File: src/rtl/bdpe_pkg.sv
// shared types and constants of the button debounce press events unit
// depends on nothing; every module of the block imports it
package bdpe_pkg;

  localparam int unsigned CntW   = 17;
  localparam int unsigned LimitW = 16;
  localparam int unsigned IdxW   = 2;

  localparam logic [CntW-1:0] CntMax = {CntW{1'b1}};

  // register indexes of the configuration port
  localparam logic [IdxW-1:0] RegActiveLow     = 2'd0;
  localparam logic [IdxW-1:0] RegDebounceTicks = 2'd1;
  localparam logic [IdxW-1:0] RegHoldTicks     = 2'd2;

  // register reset values
  localparam logic              ActiveLowRst     = 1'b1;
  localparam logic [LimitW-1:0] DebounceTicksRst = 16'd50;
  localparam logic [LimitW-1:0] HoldTicksRst     = 16'd1000;

  typedef struct packed {
    logic              active_low;
    logic [LimitW-1:0] debounce_ticks;
    logic [LimitW-1:0] hold_ticks;
  } cfg_t;

  typedef struct packed {
    logic clicked;
    logic held;
    logic released;
    logic long_press;
  } res_t;

  function automatic logic [CntW-1:0] sat_inc(input logic [CntW-1:0] v);
    return (v == CntMax) ? CntMax : v + 1'b1;
  endfunction

endpackage

File: src/rtl/bdpe_cfg_regs.sv
// configuration registers: polarity, debounce limit, hold limit
// depends on bdpe_pkg
module bdpe_cfg_regs
  import bdpe_pkg::*;
(
  input  logic              clk_i,
  input  logic              rst_ni,
  input  logic              cfg_we_i,
  input  logic [IdxW-1:0]   cfg_index_i,
  input  logic [LimitW-1:0] cfg_wdata_i,
  output cfg_t              cfg_o
);

  cfg_t cfg_q;

  always_ff @(posedge clk_i or negedge rst_ni) begin
    if (!rst_ni) begin
      cfg_q.active_low     <= ActiveLowRst;
      cfg_q.debounce_ticks <= DebounceTicksRst;
      cfg_q.hold_ticks     <= HoldTicksRst;
    end else if (cfg_we_i) begin
      case (cfg_index_i)
        RegActiveLow:     cfg_q.active_low     <= cfg_wdata_i[0];
        RegDebounceTicks: cfg_q.debounce_ticks <= cfg_wdata_i;
        RegHoldTicks:     cfg_q.hold_ticks     <= cfg_wdata_i;
        default: ;
      endcase
    end
  end

  assign cfg_o = cfg_q;

endmodule

File: src/rtl/bdpe_in_stage.sv
// input register: holds one tick sample until the core takes it
// depends on bdpe_pkg (no symbols used beyond the import convention)
module bdpe_in_stage
  import bdpe_pkg::*;
(
  input  logic clk_i,
  input  logic rst_ni,
  input  logic in_valid_i,
  output logic in_stall_o,
  input  logic pin_level_i,
  input  logic advance_i,
  output logic valid_o,
  output logic pin_level_o
);

  logic valid_q, valid_d;
  logic pin_q;

  // free slot when empty or draining this cycle
  assign in_stall_o = valid_q && !advance_i;

  always_comb begin
    valid_d = valid_q;
    if (advance_i)                 valid_d = 1'b0;
    if (in_valid_i && !in_stall_o) valid_d = 1'b1;
  end

  always_ff @(posedge clk_i or negedge rst_ni) begin
    if (!rst_ni) begin
      valid_q <= 1'b0;
    end else begin
      valid_q <= valid_d;
    end
  end

  always_ff @(posedge clk_i) begin
    if (in_valid_i && !in_stall_o) begin
      pin_q <= pin_level_i;
    end
  end

  assign valid_o     = valid_q;
  assign pin_level_o = pin_q;

endmodule

File: src/rtl/bdpe_core.sv
// debounce state and per-tick result logic, updated once per advanced beat
// depends on bdpe_pkg
module bdpe_core
  import bdpe_pkg::*;
(
  input  logic clk_i,
  input  logic rst_ni,
  input  cfg_t cfg_i,
  input  logic advance_i,
  input  logic pin_level_i,
  output res_t res_o
);

  logic            prev_raw_q, prev_raw_d;
  logic            stable_q, stable_d;
  logic [CntW-1:0] settle_q, settle_d;
  logic [CntW-1:0] press_q, press_d;
  logic            pressed_q, pressed_d;
  logic            active_lvl;
  logic            accept_chg;

  assign active_lvl = ~cfg_i.active_low;

  always_comb begin
    res_o      = '0;
    prev_raw_d = pin_level_i;
    settle_d   = (pin_level_i != prev_raw_q) ? '0 : sat_inc(settle_q);
    stable_d   = stable_q;
    press_d    = press_q;
    pressed_d  = pressed_q;
    accept_chg = (settle_d > {1'b0, cfg_i.debounce_ticks}) && (pin_level_i != stable_q);
    if (accept_chg) begin
      stable_d = pin_level_i;
      if (pin_level_i == active_lvl) begin
        press_d       = '0;
        pressed_d     = 1'b1;
        res_o.clicked = 1'b1;
      end else begin
        res_o.released = pressed_q;
        pressed_d      = 1'b0;
      end
    end
    if (pressed_d && !res_o.clicked) press_d = sat_inc(press_d);
    res_o.held       = (stable_d == active_lvl);
    res_o.long_press = pressed_d && (press_d >= {1'b0, cfg_i.hold_ticks});
  end

  always_ff @(posedge clk_i or negedge rst_ni) begin
    if (!rst_ni) begin
      prev_raw_q <= ActiveLowRst;
      stable_q   <= ActiveLowRst;
      settle_q   <= '0;
      press_q    <= '0;
      pressed_q  <= 1'b0;
    end else if (advance_i) begin
      prev_raw_q <= prev_raw_d;
      stable_q   <= stable_d;
      settle_q   <= settle_d;
      press_q    <= press_d;
      pressed_q  <= pressed_d;
    end
  end

endmodule

File: src/rtl/bdpe_out_stage.sv
// result register: holds one result beat until the receiver takes it
// depends on bdpe_pkg
module bdpe_out_stage
  import bdpe_pkg::*;
(
  input  logic clk_i,
  input  logic rst_ni,
  input  logic load_i,
  input  res_t res_i,
  input  logic out_stall_i,
  output logic out_valid_o,
  output logic free_o,
  output res_t res_o
);

  logic valid_q;
  res_t res_q;

  assign free_o = !valid_q || !out_stall_i;

  always_ff @(posedge clk_i or negedge rst_ni) begin
    if (!rst_ni) begin
      valid_q <= 1'b0;
    end else if (free_o) begin
      valid_q <= load_i;
    end
  end

  always_ff @(posedge clk_i) begin
    if (load_i) begin
      res_q <= res_i;
    end
  end

  assign out_valid_o = valid_q;
  assign res_o       = res_q;

endmodule

File: src/rtl/button_debounce_press_events_unit.sv
// top level of the button debounce press events unit
// depends on bdpe_pkg, bdpe_cfg_regs, bdpe_in_stage, bdpe_core, bdpe_out_stage
//
// usage
//   one input beat is one millisecond tick carrying the raw pin level
//   every input beat gives exactly one result beat: clicked, held,
//   released and long_press
//   both channels are valid/stall; a beat moves when valid is high and
//   stall is low at a rising edge
// timing
//   a tick is registered on entry, then the debounce state is updated by
//   a single pass of counters and compares into the result register
//   throughput: one tick per cycle, sustained with no stall
// stall behaviour
//   while the receiver stalls the result register holds; the input
//   register still takes one more tick, then input stall rises
// reset
//   rst_ni clears both pipeline slots, the counters and the press flag;
//   raw and stable level start at the inactive level of the reset polarity
//   (pull-up button), and the registers take their reset values
// configuration
//   write while idle; cfg_index_i selects polarity, debounce or hold limit
module button_debounce_press_events_unit
  import bdpe_pkg::*;
(
  input  logic              clk_i,
  input  logic              rst_ni,
  // configuration write port
  input  logic              cfg_we_i,
  input  logic [IdxW-1:0]   cfg_index_i,
  input  logic [LimitW-1:0] cfg_wdata_i,
  // tick input channel
  input  logic              in_valid_i,
  output logic              in_stall_o,
  input  logic              pin_level_i,
  // result channel
  output logic              out_valid_o,
  input  logic              out_stall_i,
  output logic              clicked_o,
  output logic              held_o,
  output logic              released_o,
  output logic              long_press_o
);

  cfg_t cfg;
  res_t core_res;
  res_t out_res;
  logic s1_valid;
  logic s1_pin;
  logic out_free;
  logic advance;

  // a registered tick goes through the core when the result slot frees
  assign advance = s1_valid && out_free;

  bdpe_cfg_regs u_cfg (
    .clk_i       (clk_i),
    .rst_ni      (rst_ni),
    .cfg_we_i    (cfg_we_i),
    .cfg_index_i (cfg_index_i),
    .cfg_wdata_i (cfg_wdata_i),
    .cfg_o       (cfg)
  );

  bdpe_in_stage u_in (
    .clk_i       (clk_i),
    .rst_ni      (rst_ni),
    .in_valid_i  (in_valid_i),
    .in_stall_o  (in_stall_o),
    .pin_level_i (pin_level_i),
    .advance_i   (advance),
    .valid_o     (s1_valid),
    .pin_level_o (s1_pin)
  );

  bdpe_core u_core (
    .clk_i       (clk_i),
    .rst_ni      (rst_ni),
    .cfg_i       (cfg),
    .advance_i   (advance),
    .pin_level_i (s1_pin),
    .res_o       (core_res)
  );

  bdpe_out_stage u_out (
    .clk_i       (clk_i),
    .rst_ni      (rst_ni),
    .load_i      (advance),
    .res_i       (core_res),
    .out_stall_i (out_stall_i),
    .out_valid_o (out_valid_o),
    .free_o      (out_free),
    .res_o       (out_res)
  );

  assign clicked_o    = out_res.clicked;
  assign held_o       = out_res.held;
  assign released_o   = out_res.released;
  assign long_press_o = out_res.long_press;

endmodule

File: config.mk
export PLATFORM = sky130hd
export DESIGN_NAME = button_debounce_press_events_unit
export DESIGN_NICKNAME = d
export VERILOG_FILES = /design/src/rtl/bdpe_pkg.sv /design/src/rtl/bdpe_cfg_regs.sv /design/src/rtl/bdpe_in_stage.sv /design/src/rtl/bdpe_core.sv /design/src/rtl/bdpe_out_stage.sv /design/src/rtl/button_debounce_press_events_unit.sv
export SDC_FILE = /design/constraint.sdc
export NUM_CORES = 1
export LEC_CHECK = 0
export BUFFER_PORTS_ARGS = -buffer_cell sky130_fd_sc_hd__buf_2
export CAP_MARGIN = 5
export CORE_MARGIN = 2
export CORE_UTILIZATION = 45
export CTS_CLUSTER_SIZE = 16
export DETAILED_ROUTE_END_ITERATION = 6
export HOLD_SLACK_MARGIN = 0.15
export PLACE_DENSITY_LB_ADDON = 0.3
export SLEW_MARGIN = 10
export SYNTH_ARGS = -nofsm -noshare
export SYNTH_HDL_FRONTEND = slang
export SYNTH_SLANG_ARGS = --single-unit
File: constraint.sdc
create_clock -name clk_i -period 5.2 [get_ports clk_i]
set_clock_uncertainty 0.2 [all_clocks]
set_input_delay 0.26 -clock clk_i [delete_from_list [all_inputs] [get_ports clk_i]]
set_output_delay 0.26 -clock clk_i [all_outputs]
set_load 0.02 [all_outputs]
==> results of run 1 <==
[registers in the layout, indices dropped and copies added (netlist names), 4 cells and up]
name and count:
u_cfg.cfg_o 33, u_core.press_q 17, u_core.settle_q 17, u_out.res_o 4
[synthesized netlist by cell type, types with 2 or more instances]
| master | number | area share |
|---|---|---|
| o21ai_0 | 30 | 0.031 |
| nor2_1 | 23 | 0.018 |
| mux2i_1 | 2 | 0.0041 |
| a21o_1 | 3 | 0.0046 |
| buf_4 | 2 | 0.0031 |
| a21oi_1 | 31 | 0.032 |
| a22oi_1 | 3 | 0.0046 |
| a211oi_1 | 3 | 0.0046 |
| o211ai_1 | 3 | 0.0046 |
| dfrtp_1 | 60 | 0.31 |
| nand3b_1 | 2 | 0.0031 |
| xor2_1 | 10 | 0.018 |
| clkbuf_1 | 11 | 0.0085 |
| o22a_1 | 2 | 0.0036 |
| nand4_1 | 12 | 0.015 |
| edfxtp_1 | 5 | 0.031 |
| or4_1 | 2 | 0.0031 |
| nand2_1 | 44 | 0.034 |
| xnor2_1 | 16 | 0.029 |
| buf_6 | 2 | 0.0046 |
| nor2b_1 | 4 | 0.0051 |
| dfstp_2 | 12 | 0.065 |
| and2_1 | 5 | 0.0064 |
| inv_1 | 36 | 0.028 |
| nand3_1 | 21 | 0.022 |
| nand2b_1 | 3 | 0.0038 |
| o21a_1 | 5 | 0.0077 |
| buf_2 | 4 | 0.0041 |
| a31oi_1 | 3 | 0.0038 |
| a22o_1 | 3 | 0.0054 |
| or3_1 | 3 | 0.0038 |
| ha_1 | 34 | 0.087 |
| and3_1 | 11 | 0.014 |
| a2111oi_0 | 2 | 0.0036 |
| o31ai_1 | 3 | 0.0046 |
| mux2_2 | 48 | 0.11 |
| nor3_1 | 9 | 0.0092 |
| o2bb2ai_1 | 2 | 0.0036 |
[cells by family (layout without fill, tap and decap cells)]
group                      Yosys count  in the layout
adders and majority gates           34             34
buffers and inverters               58            185
DFF                                 77             77
xor gates and xnor gates            26             26
and+or+nand+nor                    151            151
AOI/OAI and AO/OA                  103            103
muxes                               50             50
[through the flow]
step             util  setup WS, ns  area, um2  hold WS [ns]
2_1_floorplan       -       0.01133       5001       -0.2356
3_3_place_gp   0.5327       -0.4223       5699        0.2397
3_5_place_dp   0.5327       -0.5520       5699        0.2473
4_1_cts        0.5910       -0.3792       6322        0.2913
5_1_grt        0.6200       -0.7136       6633        0.3177
6_report       0.6200       -0.3948       6633        0.2880
[path summary, 6_finish.rpt]
path | startpoint | end | slack (ns) | depth (start not counted)
worst min-delay path | u_in.valid_o | u_out.out_valid_o | 0.29 | 1
worst max register to register | u_core.settle_q[0] | u_out.res_o[0] | -0.39 | 28
worst max-delay path | u_core.settle_q[0] | u_out.res_o[0] | -0.39 | 28
worst min register to register | u_in.valid_o | u_out.out_valid_o | 0.29 | 1
max in group asynchronous | rst_ni | u_core.settle_q[15] | 3.83 | 2
min in group asynchronous | rst_ni | u_core.press_q[10] | 0.37 | 2
[routing by layer]
layer  up-vias  track usage  routed length (um)  part of all wire
met4         0      0.09707                 332             0.026
met1      2087       0.2736                5721              0.44
li1       2036            -                   -                 -
met3        23      0.03978                 281             0.022
met2        56       0.4030                6599              0.51
met5         -            0                   0                 0
[area by class of cell]
class                   instances  area (um2)
well taps                     140       175.2
inverters                      38       145.1
flip-flops and latches         77        1967
repair buffers                131        1040
clock buffers                  12       176.4
clock inverters                 4       51.30
fillers                       869        4065
multi-input cells             364        3078
[cells in the final DEF, fill, tap and decap left out, types with 3 or more instances in the layout]
cell type      count
a31oi_1            3
nand3_2            4
or3_1              3
o21a_1             5
nand3_1           16
ha_1              26
nand2b_1           3
dfrtp_1           60
and3_4             4
xor2_1             9
dlygate4sd3_1     23
inv_1             35
buf_2             28
o211ai_1           3
nand2_1           42
edfxtp_1           5
o21ai_0           26
xnor2_1           14
and3_1             7
dfstp_2           12
buf_6              7
a21oi_4            6
nor3_1             5
buf_4             70
nand4_1           12
and2_1             5
a21oi_2           10
a22o_1             3
nor2_1            22
clkbuf_8          11
a21o_1             3
a21oi_1           15
ha_4               7
nor2b_1            3
mux2_2            48
o31ai_1            3
nor3_2             3
[critical path: cells and delay by family, from the launching register on]
| kind | cells | cell delay [ns] |
|---|---|---|
| compound gates | 12 | 2.11 |
| fa+ha+maj | 4 | 0.75 |
| buf+inv | 3 | 0.34 |
| flops | 1 | 0.38 |
| simple gates | 9 | 1.57 |
[power groups by stage]
stage               logic [mW]  clock network, mW  registers, mW
finish                   0.561              0.517          0.760
global route             0.612              0.551          0.769
CTS                      0.500              0.528          0.756
detailed placement       0.443                  0          0.769
global placement         0.430                  0          0.763
floorplan                0.289                  0          0.749
[repair_timing]
item	in CTS	in global routing
setup buffers	11	5
cloned	0	1
hold buffers	23	0
pin swaps	23	28
hold endpoints to repair	97	0
setup endpoints to repair	1	1
resized for setup	16	43
==> qor.csv, run 1 <==
metric,value,unit
async_reset_ff_frac,0.9351,
synth_edf_count,5,
netSwitchingPower,0.5814,mW
layout-drive-gt1-share,0.3978,
post-place-cells,710,
p_clk_frac,0.282,
io_buffers,29,
synth_top_family_by_area,simple AND/OR/NAND/NOR gates,
cp_max_fo,5,
period_share,1.076,
final_hold_viol_count,0,
cts_tree,done,
internal_power,1.256,mW
violations,setup timing,
clock.fmax,178.7,MHz
synth_fa_ha_area_frac,0.08725,
peakVddDrop,0.2468,mV
first_pass_iters,4,
combPwrFrac,0.305,
wl_per_cell,16.89,um
io-pin-count,30,
core,0.01070,mm2
antenna_found_initial,0,
grt_remaining_overflow,0,
p_seq_frac,0.413,
holdCritPathClass,flip-flop to flip-flop,
syn_area,0.004876,mm2
dieArea,0.01168,mm2
switching_share,0.3164,
die_h,108.1,um
status,"finished, violations left",
crit_arrival,5.53,ns
via_per_inst,5.486,
drc,0,
cp-end-kind,flip-flop,
dp_hpwl,8914,um
max_slew_margin,0.3801,
synth_mux_area_frac,0.1150,
power_density,277.0,mW/mm2
initial_utilization,0.4558,
gp_congestion,0.8528,
crit_type,flip-flop to flip-flop,
ys_types,63,
grt_usage,0.2283,
total_power,1.838,mW
area_growth,36.03,%
yosysWarnings,0,
clock_latency,0.39,ns
grt_pass1_vias,4281,
fp.dieW,108.1,um
clk_pin_slew,0.08,ns
synthSimpleGateAreaFrac,0.1637,
cts_inserted_buffers,9,
insertedDiodeCount,0,
root_buffer,clkbuf_8,
fin_nets,679,
synth_seq_cells,77,
setup_viol,1,
postSynthAreaPerCell,9.771,um2
layout_setup_ws,-0.3948,ns
syn_inst,499,
tns,-0.3948,ns
drt-initial-drc-count,141,
vias,4202,
cts_max_level,3,
ys.flop_type,dfrtp_1,
slew_violations,0,
period_needed,5.595,ns
grt_max_degree,73,
synth-compound-area-share,0.1337,
p_leak,2.944,nW
yosysSeqAreaShare,0.4034,
ant_nets,0,
start_kind,flip-flop,
grt_pass1_wl,20600,um
slowest_stage,dfrtp_1,
max_stage_delay,0.38,ns
required,5.14,ns
cts_sinks,77,
cts_max_path_buffers,2,
synthXorXnorAreaFrac,0.04670,
fin_cells,766,
rows,38,
rsz0062_at_grt,yes,
syn_nets,557,
tightest_slew,0.9299,ns
crit_path_frequent_cell,ha_4,
max-cap-violations,0,
routed_wl,12930,um
Power figures use the tool's default switching activity.
==> inputs of run 2 (changes only) <==
- CTS_BUF_LIST: default -> sky130_fd_sc_hd__clkbuf_8
==> qor.csv, run 2 (synthesis gave the netlist of run 1 again) <==
metric,value,unit,change
status,"finished, violations left",,
violations,setup timing,,
wl_per_cell,16.89,um,unchanged
fin_area,0.006638,mm2,about the same
required,5.14,ns,about the same
final_hold_viol_count,0,,unchanged
total_power,1.856,mW,+1.0%
cp-end-kind,flip-flop,,
first_pass_iters,4,,unchanged
worstHoldPathCells,1,,unchanged
p_leak,2.946,nW,about the same
max-cap-violations,0,,unchanged
tightest_slew,0.9299,ns,unchanged
max_stage_delay,0.38,ns,about the same
hold_end,u_out.out_valid_o,,
largest_reg_flops,33,,unchanged
start_kind,flip-flop,,
peakVddDrop,0.2468,mV,about the same
crit_arrival,5.53,ns,about the same
dp_slack,-0.5520,ns,unchanged
max_slew_margin,0.3801,,unchanged
routed_wl,12930,um,unchanged
dieArea,0.01168,mm2,unchanged
period_share,1.076,,unchanged
fillers,868,,-0.12%
insertedDiodeCount,0,,unchanged
drc,0,,unchanged
holdCritPathClass,flip-flop to flip-flop,,
grt_usage,0.2283,,unchanged
dp_hpwl,8914,um,unchanged
ant_nets,0,,unchanged
initial_utilization,0.4558,,unchanged
io_buffers,29,,unchanged
slew_violations,0,,unchanged
drt-initial-drc-count,141,,unchanged
die_h,108.1,um,unchanged
timing.rr.end,u_out.res_o[0],,
crit_path_frequent_cell,ha_4,,
final_cell_mix,"buf_4, dfrtp_1, mux2_2",,
postPlaceCellArea,0.005699,mm2,unchanged
cts_max_level,3,,unchanged
period_needed,5.595,ns,unchanged
reg2reg_slack,-0.39,ns,about the same
grt_remaining_overflow,0,,unchanged
layout_setup_ws,-0.3948,ns,unchanged
cts_inserted_buffers,9,,unchanged
power_density,279.7,mW/mm2,+0.95%
crit_type,flip-flop to flip-flop,,
rows,38,,unchanged
root_buffer,clkbuf_8,,
core,0.01070,mm2,unchanged
min_from,u_in.valid_o,,
antenna_found_initial,0,,unchanged
rsz0062_at_grt,yes,,
slowest_stage,dfrtp_1,,
post-place-cells,710,,unchanged
setup_viol,1,,unchanged
cp_max_fo,5,,unchanged
gp_congestion,0.8528,,unchanged
fp.dieW,108.1,um,unchanged
clock.fmax,178.7,MHz,unchanged
area_growth,36.13,%,about the same
cts_tree,done,,
fin_nets,679,,unchanged
tns,-0.3948,ns,unchanged
grt_pass1_vias,4281,,unchanged
grt_pass1_wl,20600,um,unchanged
cts_sinks,77,,unchanged
cts_max_path_buffers,2,,unchanged
final_common_cell,buf_4,,
io-pin-count,30,,unchanged
fin_cells,766,,unchanged
reg2reg_from,u_core.settle_q[0],,
grt_max_degree,73,,unchanged
layout-drive-gt1-share,0.3978,,unchanged
clock_latency,0.39,ns,about the same
vias,4202,,unchanged
rr_worst_depth,28,,unchanged
clk_pin_slew,0.08,ns,about the same
via_per_inst,5.486,,unchanged
run 2: changes by cell type in the layout (fill, tap and decap cells not counted), sizes merged:
cell    before  now
clkbuf      13   12
bufinv       1    2
run 2: how the worst max path moves through the flow:
stage	slack (ns)	to	depth (start not counted)	start
after floorplan	0.01	u_out.res_o[0]	28	u_core.settle_q[0]
after global placement	-0.42	u_out.res_o[0]	30	u_core.settle_q[1]
after detailed placement	-0.55	u_out.res_o[0]	30	u_core.settle_q[1]
after CTS	-0.38	u_out.res_o[0]	29	u_core.settle_q[0]
after global routing	-0.71	u_out.res_o[0]	28	u_core.settle_q[0]
final	-0.39	u_out.res_o[0]	28	u_core.settle_q[0]
run 2: critical path: cells and delay by family (launching register included):
kind | cells | cell delay [ns]
compound gates | 12 | 2.11
fa+ha+maj | 4 | 0.75
buf+inv | 3 | 0.34
flops | 1 | 0.38
simple gates | 9 | 1.57
run 2: layout make-up:
cell class                 instances  area [um2]  share of cell area
timing repair buffer             131        1040              0.1566
multi-input combinational        364        3078              0.4637
inverter                          38       145.1             0.02187
tap                              140       175.2             0.02639
clock buffer                      11       151.4             0.02281
clock inverter                     5       81.33             0.01225
sequential                        77        1967              0.2963
run 2: layer usage:
layer	global-route usage	routed length, um	vias to the layer above
li1	-	-	2036
met1	0.2736	5721	2087
met2	0.4030	6599	56
met3	0.03978	281	23
met4	0.09707	332	0
met5	0	0	-
run 2: metrics by stage:
stage,hold WS [ns],util
after global placement,0.2397,0.5327
after CTS,0.2910,0.5915
after floorplan,-0.2356,-
after global routing,0.3174,0.6205
after detailed placement,0.2473,0.5327
final,0.2877,0.6205
run 2: repair_timing:
action                                  in CTS  in global routing
hold endpoints to repair                    97                  0
buffers inserted                            11                  5
pin swaps                                   23                 28
cloned                                       0                  1
resized for setup                           16                 43
hold buffers                                23                  0
endpoints found under the setup margin       1                  1
run 2: power breakdown:
part	internal [mW]	switching, mW	total (mW)
logic	0.284	0.276	0.561
registers	0.694	0.0657	0.760
clock network	0.297	0.239	0.536
